### config.mk
export PLATFORM = sky130hd
export DESIGN_NAME = npp_parser
export DESIGN_NICKNAME = d
export VERILOG_FILES = /design/src/design/npp_pkg.sv /design/src/design/npp_parser.sv
export SDC_FILE = /design/constraint.sdc
export NUM_CORES = 1
export LEC_CHECK = 0
export BUFFER_PORTS_ARGS = -buffer_cell sky130_fd_sc_hd__buf_2
export CORE_UTILIZATION = 25
export CTS_CLUSTER_DIAMETER = 40
export CTS_CLUSTER_SIZE = 30
export DETAILED_ROUTE_END_ITERATION = 6
export SYNTH_ARGS = -nofsm -noshare
export SYNTH_HDL_FRONTEND = slang
export SYNTH_SLANG_ARGS = --single-unit
### constraint.sdc
create_clock -name clk_i -period 4.2 [get_ports clk_i]
set_input_delay 0.63 -clock clk_i [delete_from_list [all_inputs] [get_ports clk_i]]
set_output_delay 0.63 -clock clk_i [all_outputs]
set_load 0.005 [all_outputs]
### src/design/npp_pkg.sv
// npp_pkg: shared types and constants of the nmea position parser
`default_nettype none

package npp_pkg;

  localparam int FRAC_DIGITS = 5;
  localparam int HDR_LEN     = 6;
  localparam int POS_W       = 3;
  localparam int FIELD_W     = 4;
  localparam int FIELD_MAX   = 15;
  localparam int LAT_FIELD_GGA = 2;
  localparam int LAT_FIELD_RMC = 3;
  localparam int NEED_GGA    = 6;
  localparam int NEED_RMC    = 7;
  localparam int COUNT_W     = FIELD_W + 1;

  localparam logic [7:0] CHAR_CR     = 8'h0D;
  localparam logic [7:0] CHAR_LF     = 8'h0A;
  localparam logic [7:0] CHAR_DOLLAR = 8'h24;
  localparam logic [7:0] CHAR_COMMA  = 8'h2C;
  localparam logic [7:0] CHAR_DOT    = 8'h2E;
  localparam logic [7:0] CHAR_0      = 8'h30;
  localparam logic [7:0] CHAR_9      = 8'h39;
  localparam logic [7:0] CHAR_A      = 8'h41;
  localparam logic [7:0] CHAR_C      = 8'h43;
  localparam logic [7:0] CHAR_G      = 8'h47;
  localparam logic [7:0] CHAR_M      = 8'h4D;
  localparam logic [7:0] CHAR_N      = 8'h4E;
  localparam logic [7:0] CHAR_P      = 8'h50;
  localparam logic [7:0] CHAR_R      = 8'h52;
  localparam logic [7:0] CHAR_S      = 8'h53;
  localparam logic [7:0] CHAR_W      = 8'h57;

  function automatic longint pow10(int n);
    longint p;
    p = 1;
    for (int i = 0; i < n; i++) p = p * 10;
    return p;
  endfunction

  function automatic longint gcd_sub(longint a, longint b);
    longint x;
    longint y;
    x = a;
    y = b;
    while (x != y) begin
      if (x > y) x = x - y;
      else y = y - x;
    end
    return x;
  endfunction

  localparam longint SCALE     = pow10(FRAC_DIGITS);
  localparam longint UNITS     = 10000000;
  localparam longint MIN_DEN   = 60 * SCALE;
  localparam longint GCD_UM    = gcd_sub(UNITS, MIN_DEN);
  localparam longint NUM_K     = UNITS / GCD_UM;
  localparam longint DEN       = MIN_DEN / GCD_UM;

  localparam int     WHOLE_W   = 17;
  localparam longint WHOLE_MAX = 131071;
  localparam int     FRAC_W    = $clog2(SCALE);
  localparam int     FD_W      = $clog2(FRAC_DIGITS + 1);

  localparam int     DIV100_S  = WHOLE_W + $clog2(100);
  localparam longint DIV100_M  = ((longint'(1) << DIV100_S) + 99) / 100;
  localparam int     DIV100_MW = $clog2(DIV100_M + 1);
  localparam longint DEG_MAX   = WHOLE_MAX / 100;
  localparam int     DEG_W     = $clog2(DEG_MAX + 1);
  localparam int     MM_W      = $clog2(100);

  localparam longint C_MM      = SCALE * NUM_K;
  localparam int     NUM_W     = $clog2(100 * SCALE * NUM_K);
  localparam int     REC_S     = NUM_W + $clog2(DEN);
  localparam longint REC_M     = ((longint'(1) << REC_S) + DEN - 1) / DEN;
  localparam int     REC_MW    = $clog2(REC_M + 1);
  localparam int     Q_W       = $clog2(100 * SCALE * NUM_K / DEN + 1);

  localparam int     DEGU_W    = $clog2(DEG_MAX * UNITS + 1);
  localparam int     SUM_W     = DEGU_W + 1;
  localparam longint MAG_MAX   = 1800000000;
  localparam int     MAG_W     = 31;
  localparam int     COORD_W   = 32;

  localparam int     CONV_STAGES = 5;

  typedef enum logic [1:0] {
    ST_PARSED      = 2'd0,
    ST_UNSUPPORTED = 2'd1,
    ST_FEW_FIELDS  = 2'd2
  } status_e;

  typedef struct packed {
    logic [WHOLE_W-1:0] whole;
    logic [FRAC_W-1:0]  frac;
    logic [FD_W-1:0]    fd;
    logic               point;
    logic               ended;
  } num_t;

  typedef struct packed {
    logic [WHOLE_W-1:0] whole;
    logic [FRAC_W-1:0]  frac;
    logic [FD_W-1:0]    fd;
    logic               neg;
  } coord_t;

  typedef struct packed {
    status_e status;
    logic    kind;
  } meta_t;

  typedef struct packed {
    meta_t  meta;
    coord_t lat;
    coord_t lon;
  } line_t;

endpackage

`default_nettype wire

### src/design/npp_parser.sv
// npp_parser: byte-wise sentence parser with line-end snapshot register
`default_nettype none

module npp_parser (
  input  logic                clk_i,
  input  logic                rst_ni,
  input  logic                byte_valid_i,
  input  logic [7:0]          byte_i,
  input  logic                load_i,
  output logic                line_valid_o,
  output npp_pkg::line_t      line_o
);

  function automatic npp_pkg::num_t feed(npp_pkg::num_t n, logic [7:0] b);
    npp_pkg::num_t r;
    logic [3:0] d;
    logic [npp_pkg::WHOLE_W+3:0] w;
    logic [npp_pkg::FRAC_W+3:0] f;
    r = n;
    d = 4'(b - npp_pkg::CHAR_0);
    w = (npp_pkg::WHOLE_W+4)'(n.whole) * (npp_pkg::WHOLE_W+4)'(10)
        + (npp_pkg::WHOLE_W+4)'(d);
    f = (npp_pkg::FRAC_W+4)'(n.frac) * (npp_pkg::FRAC_W+4)'(10)
        + (npp_pkg::FRAC_W+4)'(d);
    if (!n.ended) begin
      if (b >= npp_pkg::CHAR_0 && b <= npp_pkg::CHAR_9) begin
        if (!n.point) begin
          if (w > (npp_pkg::WHOLE_W+4)'(npp_pkg::WHOLE_MAX)) begin
            r.whole = npp_pkg::WHOLE_W'(npp_pkg::WHOLE_MAX);
          end else begin
            r.whole = w[npp_pkg::WHOLE_W-1:0];
          end
        end else if (n.fd < npp_pkg::FD_W'(npp_pkg::FRAC_DIGITS)) begin
          r.frac = f[npp_pkg::FRAC_W-1:0];
          r.fd   = n.fd + 1'b1;
        end
      end else if (b == npp_pkg::CHAR_DOT && !n.point) begin
        r.point = 1'b1;
      end else begin
        r.ended = 1'b1;
      end
    end
    return r;
  endfunction

  logic [npp_pkg::POS_W-1:0]   pos_q, pos_d;
  logic                        hdr_q, hdr_d;
  logic                        rmc_q, rmc_d;
  logic [npp_pkg::FIELD_W-1:0] field_q, field_d;
  logic                        seg_q, seg_d;
  npp_pkg::num_t               lat_q, lat_d;
  npp_pkg::num_t               lon_q, lon_d;
  logic                        lat_neg_q, lat_neg_d;
  logic                        lon_neg_q, lon_neg_d;
  logic                        line_valid_q, line_valid_d;
  npp_pkg::line_t              line_q, line_d;

  logic                        is_eol;
  logic                        ok;
  logic [npp_pkg::COUNT_W-1:0] count;
  logic [npp_pkg::COUNT_W-1:0] need;
  npp_pkg::status_e            status;
  logic [npp_pkg::FIELD_W-1:0] base;
  logic                        is_dir;
  npp_pkg::line_t              snap;

  always_comb begin
    is_eol = (byte_i == npp_pkg::CHAR_CR) || (byte_i == npp_pkg::CHAR_LF);
    is_dir = (byte_i == npp_pkg::CHAR_S) || (byte_i == npp_pkg::CHAR_W);
    count  = npp_pkg::COUNT_W'(field_q) + npp_pkg::COUNT_W'(seg_q);
    need   = rmc_q ? npp_pkg::COUNT_W'(npp_pkg::NEED_RMC)
                   : npp_pkg::COUNT_W'(npp_pkg::NEED_GGA);
    priority if (!hdr_q || pos_q < npp_pkg::POS_W'(npp_pkg::HDR_LEN)) begin
      status = npp_pkg::ST_UNSUPPORTED;
    end else if (count < need) begin
      status = npp_pkg::ST_FEW_FIELDS;
    end else begin
      status = npp_pkg::ST_PARSED;
    end

    snap = '0;
    snap.meta.status = status;
    if (status == npp_pkg::ST_PARSED) begin
      snap.meta.kind = rmc_q;
      snap.lat = '{whole: lat_q.whole, frac: lat_q.frac, fd: lat_q.fd, neg: lat_neg_q};
      snap.lon = '{whole: lon_q.whole, frac: lon_q.frac, fd: lon_q.fd, neg: lon_neg_q};
    end
  end

  always_comb begin
    pos_d     = pos_q;
    hdr_d     = hdr_q;
    rmc_d     = rmc_q;
    field_d   = field_q;
    seg_d     = seg_q;
    lat_d     = lat_q;
    lon_d     = lon_q;
    lat_neg_d = lat_neg_q;
    lon_neg_d = lon_neg_q;
    ok        = 1'b1;
    base      = npp_pkg::FIELD_W'(npp_pkg::LAT_FIELD_GGA);
    if (byte_valid_i) begin
      if (is_eol) begin
        pos_d     = '0;
        hdr_d     = 1'b1;
        rmc_d     = 1'b0;
        field_d   = '0;
        seg_d     = 1'b0;
        lat_d     = '0;
        lon_d     = '0;
        lat_neg_d = 1'b0;
        lon_neg_d = 1'b0;
      end else begin
        if (pos_q < npp_pkg::POS_W'(npp_pkg::HDR_LEN)) begin
          unique case (pos_q)
            3'd0: ok = (byte_i == npp_pkg::CHAR_DOLLAR);
            3'd1: ok = (byte_i == npp_pkg::CHAR_G);
            3'd2: ok = (byte_i == npp_pkg::CHAR_P) || (byte_i == npp_pkg::CHAR_N);
            3'd3: begin
              ok = (byte_i == npp_pkg::CHAR_G) || (byte_i == npp_pkg::CHAR_R);
              if (byte_i == npp_pkg::CHAR_R) rmc_d = 1'b1;
            end
            3'd4: ok = (byte_i == (rmc_q ? npp_pkg::CHAR_M : npp_pkg::CHAR_G));
            default: ok = (byte_i == (rmc_q ? npp_pkg::CHAR_C : npp_pkg::CHAR_A));
          endcase
          if (!ok) hdr_d = 1'b0;
          pos_d = pos_q + 1'b1;
        end
        if (byte_i == npp_pkg::CHAR_COMMA) begin
          if (field_q != npp_pkg::FIELD_W'(npp_pkg::FIELD_MAX)) field_d = field_q + 1'b1;
          seg_d = 1'b0;
        end else begin
          base = rmc_d ? npp_pkg::FIELD_W'(npp_pkg::LAT_FIELD_RMC)
                       : npp_pkg::FIELD_W'(npp_pkg::LAT_FIELD_GGA);
          priority if (field_q == base) begin
            lat_d = feed(lat_q, byte_i);
          end else if (field_q == npp_pkg::FIELD_W'(base + 1)) begin
            if (!seg_q) lat_neg_d = is_dir;
          end else if (field_q == npp_pkg::FIELD_W'(base + 2)) begin
            lon_d = feed(lon_q, byte_i);
          end else if (field_q == npp_pkg::FIELD_W'(base + 3)) begin
            if (!seg_q) lon_neg_d = is_dir;
          end else begin
          end
          seg_d = 1'b1;
        end
      end
    end
  end

  always_comb begin
    line_valid_d = line_valid_q;
    line_d       = line_q;
    if (load_i) begin
      line_valid_d = byte_valid_i && is_eol && (pos_q != '0);
      line_d       = snap;
    end
  end

  always_ff @(posedge clk_i or negedge rst_ni) begin
    if (!rst_ni) begin
      pos_q        <= '0;
      hdr_q        <= 1'b1;
      rmc_q        <= 1'b0;
      field_q      <= '0;
      seg_q        <= 1'b0;
      lat_q        <= '0;
      lon_q        <= '0;
      lat_neg_q    <= 1'b0;
      lon_neg_q    <= 1'b0;
      line_valid_q <= 1'b0;
    end else begin
      pos_q        <= pos_d;
      hdr_q        <= hdr_d;
      rmc_q        <= rmc_d;
      field_q      <= field_d;
      seg_q        <= seg_d;
      lat_q        <= lat_d;
      lon_q        <= lon_d;
      lat_neg_q    <= lat_neg_d;
      lon_neg_q    <= lon_neg_d;
      line_valid_q <= line_valid_d;
    end
  end

  always_ff @(posedge clk_i) begin
    line_q <= line_d;
  end

  assign line_valid_o = line_valid_q;
  assign line_o       = line_q;

endmodule

`default_nettype wire

# After elaboration in Yosys (flattened, before gate mapping)
# Index checks and enable logic that the tools add are counted.
dict set report word_totals {
  ff_bits 170
  latch_bits 0
  mem_bits_rw 0
  rom_bits 0
  inputBits 12
  output_inout_bits 80
  elab_cells 192
  memories 0
}
dict set report classes {
  add_sub_neg 13
  mul 4
  n_div 0
  n_lt_le_gt_ge 8
  eq_ne 33
  n_shift 0
  muxes 63
  bitwise_logic 0
  reduce_logical 43
}
# operator n
set ops {}
lappend ops {{39-bit 2-to-1 mux} 10}
lappend ops {{20-bit 2-to-1 mux} 4}
lappend ops {{37-bit 2-to-1 mux} 2}
lappend ops {{17-bit 2-to-1 mux} 4}
lappend ops {{8-bit by 7-bit equality test with 1-bit output (second input constant)} 6}
lappend ops {{21-bit by 4-bit adder with 21-bit output} 2}
lappend ops {{21-bit by 17-bit greater-than comparator with 1-bit output (second input constant)} 2}
lappend ops {{17-bit by 3-bit multiplier with 20-bit output (second input constant)} 2}
lappend ops {{17-bit by 4-bit adder with 17-bit output} 2}
lappend ops {{17-bit by 3-bit multiplier with 16-bit output (second input constant)} 2}
lappend ops {{1-bit 2-to-1 mux} 31}
lappend ops {{2-bit nonzero test} 14}
lappend ops {{8-bit by 6-bit equality test with 1-bit output (second input constant)} 3}
lappend ops {{8-bit by 4-bit equality test with 1-bit output (second input constant)} 2}
lappend ops {{8-bit by 7-bit equality test with 1-bit output} 2}
lappend ops {{4-bit 2-to-1 mux} 4}
lappend ops {{8-bit AND reduction} 2}
lappend ops {{7-bit AND reduction} 2}
lappend ops {{4-bit by 3-bit equality test with 1-bit output} 3}
lappend ops {{2-bit inequality test (second input constant)} 6}
lappend ops {{6-bit AND reduction} 2}
lappend ops {{2-bit 2-to-1 mux} 5}
lappend ops {{2-bit by 1-bit inequality test with 1-bit output (second input constant)} 5}
lappend ops {{5-bit AND reduction} 2}
lappend ops {{26 further kinds} 45}

# Logic depth before layout (Yosys ltp)
dict set report logic_depth {
  word_depth 15
  ltp_mapped 15
  depth_no_buf 13
}

# Worst setup path before layout
# OpenSTA, ideal clock, no wires.
dict set report synth_path {
  path_kind {reg2reg}
  start {register lon_q[23] (netlist name)}
  end {register lon_q[31] (netlist name)}
  setup_ns 0.128
  t_arrival_ns 3.343
  required_ns 4.072
  slack_ns 0.729
  stages_incl_launch_ff 16
  path_buffers 2
  period_less_slack_ns 3.471
  path_cell_list {dfrtp_1 > ha_1 > ha_1 > inv_1 > fa_1 > nor2b_4 > o31a_1 > o31a_1 > or2_0 > a221o_1 > nor3b_2 > and4_1 > o2111a_1 > buf_6 > buf_12 > a21oi_4}
}
dict set report synth_via {
  elab_chain_cells 12
}
# item line_no
set synth_lines {}
lappend synth_lines {{start, declared} npp_parser.sv:52} ;# npp_pkg::num_t lon_q, lon_d;
lappend synth_lines {{start signal, assigned} npp_parser.sv:179} ;# lon_q <= lon_d;
lappend synth_lines {{17-bit by 3-bit multiplier with 20-bit output (*)} npp_parser.sv:21} ;# w = (npp_pkg::WHOLE_W+4)'(n.whole) * (npp_pkg::WHOLE_W+4)'(10)
lappend synth_lines {{21-bit by 4-bit adder with 21-bit output (*)} npp_parser.sv:22} ;# + (npp_pkg::WHOLE_W+4)'(d);
lappend synth_lines {{21-bit by 17-bit greater-than comparator with 1-bit output} npp_parser.sv:28} ;# if (w > (npp_pkg::WHOLE_W+4)'(npp_pkg::WHOLE_MAX)) begin
lappend synth_lines {{17-bit 2-to-1 mux (*)} npp_parser.sv:28}
lappend synth_lines {{17-bit 2-to-1 mux (*)} npp_parser.sv:27} ;# if (!n.point) begin
lappend synth_lines {{37-bit 2-to-1 mux (*)} npp_parser.sv:26} ;# if (b >= npp_pkg::CHAR_0 && b <= npp_pkg::CHAR_9) begin
lappend synth_lines {{39-bit 2-to-1 mux (*)} npp_parser.sv:25} ;# if (!n.ended) begin
lappend synth_lines {{39-bit 2-to-1 mux (*)} npp_parser.sv:139} ;# end else if (field_q == npp_pkg::FIELD_W'(base + 2)) begin
lappend synth_lines {{39-bit 2-to-1 mux (*)} npp_parser.sv:137} ;# end else if (field_q == npp_pkg::FIELD_W'(base + 1)) begin
lappend synth_lines {{39-bit 2-to-1 mux (*)} npp_parser.sv:135} ;# priority if (field_q == base) begin
lappend synth_lines {{39-bit 2-to-1 mux (*)} npp_parser.sv:129} ;# if (byte_i == npp_pkg::CHAR_COMMA) begin
lappend synth_lines {{39-bit 2-to-1 mux (*)} npp_parser.sv:103} ;# if (is_eol) begin
# Mark *: on every way between the ends. The rest lies on a longest branch, timed or not. The select of a mux whose other input is x is not followed.
# A chain may end at the register's enable or synchronous reset.

# Worst setup path after layout
dict set report layout_path {
  start {register lon_q[23] (netlist name)}
  end {register lon_q[24] (netlist name)}
}
# Same word-level chain as after synthesis.

==> results.md <==
- Status: finished clean
- Switching component of the power: 967 uW
- Top post-synthesis cells by area: edfxtp_1, dfrtp_1, ha_1, and2_1, xnor2_1
- Worst EP required: 4530 ps
- Largest stage delay on the critical path: 450 ps
- PwrDens: 270 mW/mm^2
- Final setup viols: 0
- Mapped Nets: 1,329
- Root buf cell: clkbuf_16
- Max H-tree Level: 4
- Post-CTS Hold Buffers: 0
- Top cell type by total area after synthesis: edfxtp_1
- Combinational power share: 6.3%
- Max_slew headroom: 32.2%
- Post-Synthesis Cells: 1,177
- Max clock buf depth: 2
- Layout cell share with drive strength beyond 1: 13.2%
- Clock network power share: 43.6%
- Post-synth cell types: 75
- Crit path capture type: register
- CTS Sinks: 170
- Total negative setup slack: 0 ps
- Avg Inst Size Synth: 10.0 um^2
- FMAX: 262 MHz
- IR Drop Worst-Case VDD: 0.000203 V
- Initial core utilization: 25.3%
- IO buf count: 91
- Max cap viols: 0
- DRT met1 WL: 12.4 mm
- Area Growth Syn to Fin: 14.7%
- TritonCTS clock tree: done
- Switching share of power: 26.6%
- Largest net degree at the start of global routing: 75
- RSZ-0062 raised after global routing: false
- Tcrit/Tclk final: 90.8%
- Flops & latches, synth: 170
- Pint: 2.67 mW
- Startpoint types: register
- Postcts setup bufs: 0
- Chip height: 219 um
- WS Path Type: reg -> reg
- R2r setup slk: 390 ps
- Routed wl met2: 13.8 mm
- DRC: 0
- HPWL Detailed: 20.8 mm
- Critical R2R Launch: lon_q[23]
- Pins Over Slew Limit: 0
- Final Hold Vio Count: 0
- Number of global-route vias before repair: 8,876
- Area post-placement: 0.0129 mm^2
- N_diodes: 0
- Synth top area share: 20.2%
- Max Used Layer: met5
- Met3 wire length: 769 um
- Die W: 219 um
- Worst Path Buf+Inv: 2
- Nets: 1,407
- Clk pin slew, worst setup/hold paths: 70 ps
- Iter 0 DRT Violations: 410
- Clk_lat worst skew: 450 ps
- Drt first pass iters: 5
- Clock Skew: 9.06 ps
- Design area: 0.0135 mm^2
- Initial antenna violation count: 2
- CP arrival: 4140 ps
- Number of cells on the worst reg-to-reg path: 14
- Antenna Nets Post-Route: 0
- Sequential fraction of the synthesis area: 39.5%
- Wire length per cell: 14.7 um
- Tightest Pin Transition: 1020 ps
- Cell Area, Synth: 0.0118 mm^2
- Main synth FF type: dfrtp_1
- Gr ovfl total: 0
- Post-synth EDFFs: 79
- Final min period: 3810 ps
- Kind of cell adding the most delay to the critical path: compound AO/OA/AOI/OAI gates
- Slowest-stage cell, CP: dfrtp_1
- DR vias/cell: 4.73
- Ys Warns: 0
- Rows: 79
- First-pass GRT wire length: 45.2 mm
- Worst R2R End: lon_q[24]
- Die area: 0.0480 mm^2
- Async set or reset register ratio after synthesis: 53.5%
- Ports: 92
- Worst min-delay path category: in -> async
- CTS buffer count: 17
- Worst Path Max Fanout: 17
- Static leakage: 6.19 nW
- All-layer global routing usage: 11.8%
- Power share of the sequential group: 50.1%
- Gpl congestion: 0.879
- Area of the core: 0.0465 mm^2
- PostCTS Resize Cnt: 0
- Cell Chain, Critical Path: ha_1 -> ha_1 -> inv_1 -> fa_1 -> nor2b_4 -> o31a_1 -> o31a_1 -> o211ai_1 -> a221o_1 -> nor3b_2 -> and4_1 -> o2111a_1 -> buf_12 -> a21oi_1
- Routed wire length: 27.6 mm
- Tot Pwr: 3.64 mW
- Vias post-DR: 8,876
-- logic make-up after synthesis --
logic type	share of synthesized area, %
adder cells (fa/ha/maj)	15.4
AO/OA/AOI/OAI	16.6
XOR/XNOR	6.70
AND/OR/NAND/NOR	18.4
multiplexers	0.638
flip-flops	39.5
buffers and inverters	2.81
-- metrics by stage --
stage,hold WS [ps],std cells,utilization (%),setup WS (ps)
after global routing,390,1875,29.1,138
after global placement,462,1843,27.8,542
final,319,1875,29.1,386
after CTS,358,1875,29.1,368
after floorplan,334,1177,-,729
after detailed placement,465,1843,27.8,409
-- cells in the mapped netlist (9+ instances only) --
| master | number |
|---|---|
| nand4_1 | 13 |
| xor2_1 | 38 |
| inv_1 | 36 |
| a21oi_4 | 10 |
| nor3b_1 | 13 |
| o21ai_0 | 84 |
| xnor2_1 | 52 |
| nor2b_1 | 13 |
| a21o_1 | 15 |
| a211oi_1 | 13 |
| ha_1 | 132 |
| nand3_1 | 58 |
| o21a_1 | 14 |
| clkbuf_1 | 34 |
| nand2_1 | 76 |
| and2_1 | 88 |
| edfxtp_1 | 79 |
| a31oi_1 | 9 |
| a22oi_1 | 15 |
| nor3_1 | 20 |
| nor2_1 | 58 |
| dfrtp_1 | 90 |
| a21oi_1 | 74 |
-- cells in the final DEF (no fill, tap or decap), types with 14 or more instances in the layout --
master,synthesis,layout
o21a_1,14,14
nor3_1,20,19
a21oi_1,74,74
buf_2,5,89
clkbuf_16,0,17
o21ai_0,84,83
nor2_1,58,57
and2_1,88,88
nand2_1,76,76
inv_1,36,36
nand3_1,58,58
ha_1,132,132
xor2_1,38,38
a22oi_1,15,15
a21o_1,15,15
edfxtp_1,79,79
dfrtp_1,90,90
xnor2_1,52,52
-- sequential cells by signal, indices dropped and copies added, names as in the netlist --
signal,count
lat_q,39
pos_q,3
line_o,79
field_q,4
rmc_q,1
seg_q,1
lat_neg_q,1
hdr_q,1
line_valid_o,1
lon_q,39
lon_neg_q,1
-- power groups by stage --
stage	Combinational, mW	Sequential, mW	Clock (mW)
final	0.228	1.82	1.59
after global routing	0.262	1.83	1.69
after CTS	0.232	1.82	1.63
after detailed placement	0.231	1.86	0
after global placement	0.222	1.86	0
after floorplan	0.146	1.84	0
-- metal layers --
layer | vias to the layer above | GRT usage (%)
li1 | 4462 | -
met1 | 4261 | 14.2
met2 | 116 | 20.9
met3 | 35 | 2.01
met4 | 2 | 4.49
met5 | - | 0
-- final cells by class --
cell class	count	area [um^2]
Fill cell	4823	33000
Clock inverter	14	165
Tap cell	607	759
Multi-Input combinational cell	928	6800
Timing Repair Buffer	102	556
Clock buffer	18	429
Inverter	36	135
Sequential cell	170	4650
-- worst max path at each step --
stage           endpoint  slack (ps)  startpoint  depth (start not counted)
3_3_place_gp   lon_q[22]         540   lon_q[23]                         14
2_1_floorplan  lon_q[31]         730   lon_q[23]                         15
5_1_grt        lon_q[22]         140   lon_q[23]                         14
3_5_place_dp   lon_q[28]         410   lon_q[23]                         14
4_1_cts        lon_q[28]         370   lon_q[23]                         14
6_report       lon_q[24]         390   lon_q[23]                         14
Note: power is estimated with default switching activity, not from simulation.
